===== src/rtl/pssm_pkg.sv =====
`default_nettype none

package pssm_pkg;

    // Default sizes of the score table.
    localparam int DEF_MAX_WINDOW = 32;
    localparam int DEF_ALPHABET   = 32;

    // Fixed field widths.
    localparam int SCORE_W = 32;
    localparam int RES_W   = 5;
    localparam int ROW_W   = 6;
    localparam int LEN_W   = 6;

    // Depth of the queue between the front and the back.
    localparam int QUEUE_DEPTH = 2;

    // Request type codes.
    localparam logic REQ_LOAD = 1'b0;
    localparam logic REQ_SCAN = 1'b1;

    // One classified beat as it travels from the front to the back.
    typedef struct packed {
        logic                      is_load;
        logic                      write;
        logic                      bad_row;
        logic                      start;
        logic                      res_ok;
        logic [ROW_W-1:0]          row_idx;
        logic [RES_W-1:0]          residue;
        logic signed [SCORE_W-1:0] data;
    } qitem_t;

endpackage

`default_nettype wire


===== src/rtl/pssm_front.sv =====
`default_nettype none

module pssm_front #(
    parameter int MAX_WINDOW = pssm_pkg::DEF_MAX_WINDOW,
    parameter int ALPHABET   = pssm_pkg::DEF_ALPHABET
) (
    input  wire logic                                 s_valid,
    output logic                                      s_ready,
    input  wire logic                                 s_req_type,
    input  wire logic [pssm_pkg::RES_W-1:0]           s_residue,
    input  wire logic [pssm_pkg::ROW_W-1:0]           s_row,
    input  wire logic signed [pssm_pkg::SCORE_W-1:0]  s_entry_score,
    input  wire logic                                 s_seq_start,
    input  wire logic [$clog2(MAX_WINDOW + 1)-1:0]    win_len,
    input  wire logic                                 clearing,
    input  wire logic                                 q_full,
    output logic                                      q_push,
    output pssm_pkg::qitem_t                          q_item
);

    import pssm_pkg::*;

    localparam int CNT_W = $clog2(MAX_WINDOW + 1);
    localparam int IDX_W = (MAX_WINDOW > 1) ? $clog2(MAX_WINDOW) : 1;

    // Lowest storable entry for each window length, so that a full window of
    // such entries cannot saturate at the bottom.
    logic signed [SCORE_W-1:0] floor_tab [MAX_WINDOW];

    for (genvar g = 0; g < MAX_WINDOW; g++) begin : g_floor
        localparam longint FloorVal = (-64'sd2147483648) / longint'(g + 1) + 64'sd1;
        assign floor_tab[g] = SCORE_W'(FloorVal);
    end

    logic                      is_load;
    logic                      row_bad;
    logic                      res_ok;
    logic [IDX_W-1:0]          len_idx;
    logic signed [SCORE_W-1:0] floor_sel;
    logic signed [SCORE_W-1:0] clamped;

    always_comb begin
        is_load   = (s_req_type == REQ_LOAD);
        row_bad   = (s_row == '0) || (8'(s_row) > 8'(win_len));
        res_ok    = (8'(s_residue) < 8'(ALPHABET));
        len_idx   = IDX_W'(win_len - CNT_W'(1));
        floor_sel = floor_tab[len_idx];
        clamped   = (s_entry_score < floor_sel) ? floor_sel : s_entry_score;

        q_item.is_load = is_load;
        q_item.write   = is_load && !row_bad && res_ok;
        q_item.bad_row = is_load && row_bad;
        q_item.start   = !is_load && s_seq_start;
        q_item.res_ok  = res_ok;
        q_item.row_idx = s_row - ROW_W'(1);
        q_item.residue = s_residue;
        q_item.data    = clamped;
    end

    assign s_ready = !q_full && !clearing;
    assign q_push  = s_valid && s_ready;

endmodule

`default_nettype wire


===== config.mk =====
export PLATFORM = sky130hd
export DESIGN_NAME = pssm_front
export DESIGN_NICKNAME = d
export VERILOG_FILES = /design/src/rtl/pssm_pkg.sv /design/src/rtl/pssm_front.sv
export SDC_FILE = /design/constraint.sdc
export NUM_CORES = 1
export LEC_CHECK = 0
export BUFFER_PORTS_ARGS = -buffer_cell sky130_fd_sc_hd__buf_2
export CAP_MARGIN = 10
export CORE_UTILIZATION = 49
export DETAILED_ROUTE_END_ITERATION = 7
export PLACE_DENSITY_LB_ADDON = 0.12
export SLEW_MARGIN = 10
export SYNTH_ARGS = -nofsm -noshare
export SYNTH_HDL_FRONTEND = slang
export SYNTH_SLANG_ARGS = --single-unit
export TNS_END_PERCENT = 1

===== constraint.sdc =====
create_clock -name vclk -period 6
set_input_delay 0.9 -clock vclk [all_inputs]
set_output_delay 0.9 -clock vclk [all_outputs]
set_load 0.05 [all_outputs]

==> metrics <==
antenna violations before repair=0; overall overflow remaining after global route=0; transition at the pin with the smallest max-transition slack=547 ps; Setup WS post-layout=154 ps; top cell type's share of synthesized area=20.6%; cell depth of the worst min-delay path=0; number of endpoints failing setup at the final stage=0; post-route cell area=4200 um^2; number of standard cells in the final layout excluding fillers=646; most congested layer reported by global routing=met2; Core Area=5680 um^2; Top-Level Pins=104; fill cell count=433; Placement Rows=27; maximum fanout along the worst path=16; Layout Nets=679; overall power of the completed layout=655 uW; Top Family by Delay on Critical Path=compound AO/OA/AOI/OAI gates; FF+latch area=0 um^2; relative slew slack=63.2%; Syn. warnings=0; met1 usage=47.6%; initial core utilization=52.3%; cell area reported after detailed placement=4110 um^2; number of DRC violations after detailed routing=0; dpl hpwl=9340 um; vias in the first global route=3723; share of the clock period used by the worst path=97.4%; stages on the worst setup path=19; ranking of synthesized cells by area=ha_1 (21%), a21oi_1 (9.6%), nand2_1 (6.8%); M3 GR Usage=4.00%; Slew Limit Fails=0; GP Congestion=1.01; path category of the worst min-delay check=primary input to output pin; post-CTS setup-driven buffer insertion count=0; number of instances in the synthesized netlist=466; floorplan die width=79.8 um; result of the run=finished clean; max frequency=171 MHz; antenna diode count=0; most frequent cells in the layout=buf_2 (82), nand2_1 (54), buf_4 (51); library cell occupying the most area in the post-synthesis netlist=ha_1; number of placed instances with taps included=645; Post-CTS Hold Buffers=0; maximum number of pins on one net before global-route repair=42; worst-case setup slack after placement=-32.9 ps; Synth-to-Final Area Change=41.4%; detailed-route wire length per cell=18.5 um; Port-buffer cells=93; DIE AREA=6370 um^2; Worst Path Buf+Inv=5; number of distinct standard cells referenced by the synthesized netlist=69; cells along the critical path=buf_2 -> buf_4 -> or4_4 -> nand2_4 -> nor2_1 -> nor3b_1 -> a311o_1 -> o21ai_0 -> ha_1 -> a2111oi_2 -> o21ai_0 -> a31oi_1 -> o211a_1 -> ha_4 -> clkinv_4 -> buf_4 -> nand2_1 -> o21ai_4 -> clkbuf_4; wire length of the first global-routing pass=18300 um; maximum capacitance violations=0; slowest stage cell on the critical path=or4_4; Mapped Avg Cell Area=6.37 um^2; Critical Path End Type=output pin; vias post-DR=4058; Pwr per Cell Area=156 nW/um^2; net count after synthesis=569; Die Y-Extent=79.8 um; startpoint-to-endpoint class of the critical path=primary input to output pin; Pleak=0.00195 uW; count of clock buffers in the final design=0; VDD IR-drop max=133 uV; number of sequential cells in the layout=0; Final ANT Viol Nets=0; most common library cell in the layout ignoring fill and taps=buf_2; data arrival time of the critical path=4950 ps; min Tclk post-route=5850 ps; share of layout cells above drive strength 1=36.1%; met2 usage=61.3%; DRC marker count from the first detailed-route iteration=608; critical path data required time=5100 ps; final number of hold-violating endpoints=0; Cell Area, Synth=2970 um^2; multi-input combinational cell area=3000 um^2; CP Launch Type=primary input; startpoint of the most critical setup path=win_len[0]; capture point of the worst path=q_item[26]; GR Util All Layers=36.5%; register area share after synthesis=0%; Slowest Stage Delay on Critical Path=580 ps; via density per instance=6.28; Pre-antenna DRT Iters=5; total wirelength of the detailed-routed design=11900 um
## worst min path at each step
stage | from | to | slack (ps)
after floorplan | s_residue[0] | q_item[32] | 1970
after global placement | s_residue[0] | q_item[32] | 1800
after detailed placement | s_residue[0] | q_item[32] | 1800
after CTS | s_residue[0] | q_item[32] | 1800
after global routing | s_residue[1] | q_item[33] | 1800
final | s_residue[1] | q_item[33] | 1800
## power by group
| part | switching, uW | total (uW) | internal, uW | leakage [uW] |
|---|---|---|---|---|
| Sequential | 0 | 0 | 0 | 0 |
| Clock | 0 | 0 | 0 | 0 |
| Combinational | 418 | 655 | 237 | 0.00195 |
## layer usage
layer / vias to the layer above / share of wire, %
li1: 1927 / -
met1: 1861 / 41
met2: 232 / 47
met3: 38 / 8.1
met4: 0 / 3.9
met5: - / 0
## cell type report
type / count / area share [%]
repair buffers: 151 / 24.4
multi-input cells: 403 / 71.5
well taps: 72 / 2.15
inverters: 20 / 1.94
## what timing repair did
item                       4_1_cts  5_1_grt
setup endpoints to repair        6       31
gates resized for setup          1       21
pin swaps                        0        1
gates cloned                     0        1
## synth_stat cells (3+ instances only)
master	number
a211oi_1	4
a21o_1	7
a21oi_1	57
a21oi_2	3
a311oi_1	3
a31o_2	4
and2_1	3
buf_2	13
buf_4	10
clkbuf_1	16
clkinv_1	3
ha_1	49
inv_1	16
nand2_1	54
nand2b_1	8
nand3_1	10
nand4_1	7
nor2_1	48
nor2b_1	6
nor3_1	12
o2111ai_1	3
o211ai_1	4
o21a_1	5
o21ai_0	39
o21bai_1	3
o221ai_1	4
o22ai_1	3
o311a_1	3
o311ai_0	3
o31ai_1	4
or3_1	6
xnor2_1	7
xor2_1	4
## stage by stage
stage / utilization (%) / hold WS, ps / TNS (ps)
6_report: 74.0 / 1800 / 0
5_1_grt: 74.0 / 1800 / -272
4_1_cts: 72.3 / 1800 / 0
3_5_place_dp: 72.3 / 1800 / -32.9
3_3_place_gp: 72.3 / 1800 / 0
2_1_floorplan: - / 1970 / 0
## logic make-up after synthesis
kind of cell	count (synthesis)	share of synthesized area [%]
AOI/OAI and AO/OA	173	38.3
and+or+nand+nor	167	26.5
buffers and inverters	63	10.4
adders and majority gates	49	20.6
xor gates and xnor gates	11	3.24
muxes	2	0.716
other	1	0.126
Note: power is estimated with default switching activity, not from simulation.
