[src/rtl/pssm_pkg.sv]
`default_nettype none

package pssm_pkg;

    // Default sizes of the score table.
    localparam int DEF_MAX_WINDOW = 32;
    localparam int DEF_ALPHABET   = 32;

    // Fixed field widths.
    localparam int SCORE_W = 32;
    localparam int RES_W   = 5;
    localparam int ROW_W   = 6;
    localparam int LEN_W   = 6;

    // Depth of the queue between the front and the back.
    localparam int QUEUE_DEPTH = 2;

    // Request type codes.
    localparam logic REQ_LOAD = 1'b0;
    localparam logic REQ_SCAN = 1'b1;

    // One classified beat as it travels from the front to the back.
    typedef struct packed {
        logic                      is_load;
        logic                      write;
        logic                      bad_row;
        logic                      start;
        logic                      res_ok;
        logic [ROW_W-1:0]          row_idx;
        logic [RES_W-1:0]          residue;
        logic signed [SCORE_W-1:0] data;
    } qitem_t;

endpackage

`default_nettype wire

[src/rtl/pssm_queue.sv]
`default_nettype none

module pssm_queue (
    input  wire logic            aclk,
    input  wire logic            aresetn,
    input  wire logic            push,
    input  wire pssm_pkg::qitem_t push_item,
    output logic                 full,
    input  wire logic            pop,
    output pssm_pkg::qitem_t     head,
    output logic                 empty
);

    import pssm_pkg::*;

    localparam int PTR_W = (QUEUE_DEPTH > 1) ? $clog2(QUEUE_DEPTH) : 1;
    localparam int CNT_W = $clog2(QUEUE_DEPTH + 1);

    qitem_t           entries_reg [QUEUE_DEPTH];
    logic [PTR_W-1:0] wr_ptr_reg, wr_ptr_next;
    logic [PTR_W-1:0] rd_ptr_reg, rd_ptr_next;
    logic [CNT_W-1:0] count_reg, count_next;

    function automatic logic [PTR_W-1:0] ptr_inc(input logic [PTR_W-1:0] p);
        logic [PTR_W-1:0] r;
        if (p == PTR_W'(QUEUE_DEPTH - 1)) begin
            r = '0;
        end else begin
            r = p + PTR_W'(1);
        end
        return r;
    endfunction

    assign full  = (count_reg == CNT_W'(QUEUE_DEPTH));
    assign empty = (count_reg == '0);
    assign head  = entries_reg[rd_ptr_reg];

    always_comb begin
        wr_ptr_next = push ? ptr_inc(wr_ptr_reg) : wr_ptr_reg;
        rd_ptr_next = pop ? ptr_inc(rd_ptr_reg) : rd_ptr_reg;
        count_next  = count_reg;
        if (push && !pop) begin
            count_next = count_reg + CNT_W'(1);
        end else if (pop && !push) begin
            count_next = count_reg - CNT_W'(1);
        end
    end

    always_ff @(posedge aclk) begin
        if (!aresetn) begin
            wr_ptr_reg <= '0;
            rd_ptr_reg <= '0;
            count_reg  <= '0;
        end else begin
            wr_ptr_reg <= wr_ptr_next;
            rd_ptr_reg <= rd_ptr_next;
            count_reg  <= count_next;
        end
    end

    always_ff @(posedge aclk) begin
        if (push) begin
            entries_reg[wr_ptr_reg] <= push_item;
        end
    end

    a_no_push_when_full: assert property (@(posedge aclk) disable iff (!aresetn)
        push |-> !full)
        else $error("queue written while full");

    a_no_pop_when_empty: assert property (@(posedge aclk) disable iff (!aresetn)
        pop |-> !empty)
        else $error("queue read while empty");

    a_count_bound: assert property (@(posedge aclk) disable iff (!aresetn)
        count_reg <= CNT_W'(QUEUE_DEPTH))
        else $error("queue count beyond its depth");

endmodule

`default_nettype wire

[config.mk]
export PLATFORM = sky130hd
export DESIGN_NAME = pssm_queue
export DESIGN_NICKNAME = d
export VERILOG_FILES = /design/src/rtl/pssm_pkg.sv /design/src/rtl/pssm_queue.sv
export SDC_FILE = /design/constraint.sdc
export NUM_CORES = 1
export LEC_CHECK = 0
export ABC_AREA = 1
export ABC_CLOCK_PERIOD_IN_PS = 3420
export CORE_MARGIN = 5
export CORE_UTILIZATION = 55
export CTS_CLUSTER_SIZE = 10
export DETAILED_ROUTE_END_ITERATION = 7
export DONT_BUFFER_PORTS = 1
export PLACE_DENSITY = 0.79
export SLEW_MARGIN = 5
export SYNTH_ARGS = -nofsm -noshare
export SYNTH_HDL_FRONTEND = slang
export SYNTH_SLANG_ARGS = --single-unit
export TNS_END_PERCENT = 50
[constraint.sdc]
create_clock -name aclk -period 3.42 [get_ports aclk]
set_input_delay 0.342 -clock aclk [delete_from_list [all_inputs] [get_ports aclk]]
set_output_delay 0.342 -clock aclk [all_outputs]
set_load 0.02 [all_outputs]
==> metrics.md <==
| Metric | Value |
|---|---|
| Area leader, netlist | `edfxtp_1` |
| Required time worst endpoint | `3.08 ns` |
| Row count | `30` |
| YS warnings | `0` |
| DR WL/cell | `21.61 um` |
| Antenna cells | `0` |
| Library cells used by synthesis | `14` |
| Largest net degree at the start of global routing | `49` |
| Core box area | `6719 um^2` |
| Gate Count Post-Synth | `184` |
| Vias | `1569` |
| Total Routing Usage GR | `14.34%` |
| Element type at the critical path end | `output pin` |
| Minimum clock period | `2.399 ns` |
| # DRC | `0` |
| # fillers | `464` |
| Final period utilization | `70.14%` |
| DR vias/cell | `5.664` |
| Adder-Cell Fraction of Synth Area | `0.3319%` |
| Die Wd | `92.79 um` |
| Element type at the critical path start | `flop` |
| Post-CTS Setup Bufs | `0` |
| Number of flops mapped to enable cells by yosys | `96` |
| Initial DRC count | `99` |
| Area share of the largest cell type after synthesis | `76.47%` |
| Post-CTS Hold Buffers | `0` |
| Layout Utilization | `60.13%` |
| Worst R2R Start | `wr_ptr_reg` |
| Arr. time, crit path | `2.06 ns` |
| DR pass1 iterations | `4` |
| Crit Reg-Reg Endpoint | `entries_reg[0][33]` |
| Worst R2R Setup Slack | `1.69 ns` |
| Max capacitance violation total | `0` |
| Cts repair resizes | `0` |
| Clk buf depth | `2` |
| Outcome | `complete, no violations` |
| Reg clk slew, reported paths | `0.09 ns` |
| TritonCTS clock tree | `yes` |
| Initial antenna violation count | `0` |
| Count of port buffers added during placement | `0` |
| CP max stage cell | `dfxtp_2` |
| Max FO, Critical Path | `25` |
| CTS sink count | `101` |
| Main area contributors after synthesis | `edfxtp_1 76%, mux2_2 8.4%, mux2_4 8.0%` |
| Setup TNS | `0 ns` |
| Max VDD drop | `0.3215 mV` |
| Cell area after synthesis | `3770 um^2` |
| Final Hold Viols | `0` |
| Hold Path Depth | `0` |
| Htree depth | `3` |
| P&R area growth vs syn | `7.169%` |
| Count of antenna-violating nets left after detailed routing | `0` |
| #FFs+latches synth | `101` |
| Worst slack, placed | `1.364 ns` |
| Synth Area in Compound Gates | `0.2655%` |
| Top_reg_cell synth | `edfxtp_1` |
| Clk_lat worst skew | `0.35 ns` |
| Pwr dens | `589.8 nW/um^2` |
| CP Class | `flop to output pin` |
| Layout Skew | `0.007047 ns` |
| Cell depth of the worst flop-to-flop path | `2` |
| Nets@finish | `245` |
| CTS root buf | `clkbuf_8` |
| Vias in the first global route | `1688` |
| Main combinational cell family by area after synthesis | `multiplexers` |
| Number of flip-flops in the largest register | `96` |
| Share of the yosys chip area belonging to registers | `79.12%` |
| Post-DP HPWL | `4128 um` |
| Slew Limit Fails | `0` |
| Top cells by count, synth | `96 x edfxtp_1, 28 x mux2_2, 20 x mux2_4, 9 x nor2_1` |
| Setup Viol. Count Final | `0` |
| Worst min-delay path class | `primary input to flop` |
| Total Wirelength | `5985 um` |
| Proportion of synthesized area in mux cells | `16.33%` |
| Setup WS post-layout | `1.021 ns` |
| Worst path max stage delay | `0.78 ns` |
| Hold path start | `push_item[5]` |
| Worst relative slew slack | `30.23%` |
| Count leader, synth | `edfxtp_1` |
| Synth async-reset ratio | `0%` |
| DIE AREA | `8610 um^2` |
| Initial Util | `56.11%` |
| Post-synthesis area per instance | `20.49 um^2` |
| Layout cells sized above 1 | `34.01%` |
| Post-Synth XOR/XNOR Area | `0%` |
| Net Count, Synth | `237` |
| Grt total ovfl | `0` |
| RSZ-0062 raised after global routing | `no` |
| Synth Area in Simple Gates | `1.991%` |
| Worst path cell trace | `buf_4 > mux2_2` |
| FMAX | `416.9 MHz` |
| TritonCTS Buffers | `9` |
| Die Y | `92.79 um` |
| Slew of the pin with the lowest slew margin | `1.047 ns` |
| Final Wtd Congestion | `0.6008` |
| Hold Path Sink | `entries_reg[1][5]` |
| First-pass GRT wire length | `9135 um` |
| Io pins | `102` |
| Static Leakage | `1.391 nW` |
==> routing by layer <==
layer	vias up	part of all wire, %	global-route usage, %
met1	770	36	16.50
li1	713	-	-
met5	-	0	0
met2	77	51	22.14
met4	0	1.7	7.326
met3	9	11	7.067
==> logic make-up after synthesis <==
family	Yosys count
DFF	101
muxes	48
adders and majority gates	1
AOI/OAI and AO/OA	2
and+or+nand+nor	19
buffers and inverters	13
==> layout by cell type (no fill, tap or decap) <==
| master | netlist | routed |
|---|---|---|
| clkbuf_1 | 0 | 1 |
| clkinvlp_4 | 0 | 2 |
| clkbuf_8 | 0 | 9 |
| nand2_1 | 8 | 8 |
| o21ai_0 | 1 | 1 |
| inv_1 | 8 | 7 |
| clkinv_2 | 0 | 1 |
| a21oi_1 | 1 | 1 |
| nand3_1 | 1 | 1 |
| dfxtp_2 | 0 | 1 |
| bufinv_16 | 0 | 1 |
| nand4_1 | 1 | 1 |
| nor2_4 | 0 | 1 |
| inv_2 | 0 | 1 |
| inv_6 | 0 | 1 |
| nor2_1 | 9 | 8 |
| dfxtp_1 | 5 | 4 |
| edfxtp_1 | 96 | 96 |
| mux2_2 | 28 | 28 |
| ha_1 | 1 | 1 |
| buf_4 | 0 | 2 |
| mux2_4 | 20 | 20 |
| clkinv_1 | 0 | 1 |
==> final cells by class <==
class | count | area, um^2 | share of cell area [%]
flip-flops and latches | 101 | 2984 | 73.86
multi-input cells | 70 | 720.7 | 17.84
clock buffers | 10 | 127.6 | 3.159
well taps | 80 | 100.1 | 2.478
clock inverters | 6 | 62.56 | 1.548
inverters | 8 | 30.03 | 0.7433
repair buffers | 2 | 15.01 | 0.3716
==> how the worst max path moves through the flow <==
stage                     slack (ns)                end  startpoint
after detailed placement        1.36            head[0]        flop
after global placement          1.43            head[3]        flop
after floorplan                 0.57  entries_reg[0][0]        push
after CTS                       0.97            head[0]        flop
final                           1.02            head[0]        flop
after global routing            0.90            head[5]        flop
==> metrics by stage <==
step           power (mW)  instances  hold slack [ns]  area [um^2]
3_5_place_dp        1.706        261           0.4410         3850
5_1_grt             2.483        277          0.04916         4040
4_1_cts             2.415        277          0.05537         4040
3_3_place_gp        1.693        261           0.4410         3850
6_report            2.383        277          0.07936         4040
2_1_floorplan       1.674        184           0.4409         3770
==> critical path: cells and delay by family, from the launching register on <==
family,cells,cell delay (ns)
buf+inv,1,0.46
flops,1,0.78
mux,1,0.45
==> where the power goes <==
group	total, mW	switching (mW)	leakage (nW)	internal [mW]
clock network	0.711	0.374	0.0903	0.337
logic	0.216	0.141	0.358	0.0757
registers	1.46	0.0272	0.943	1.43
total	2.38	0.542	1.39	1.84
Note: power is estimated with default switching activity, not from simulation.
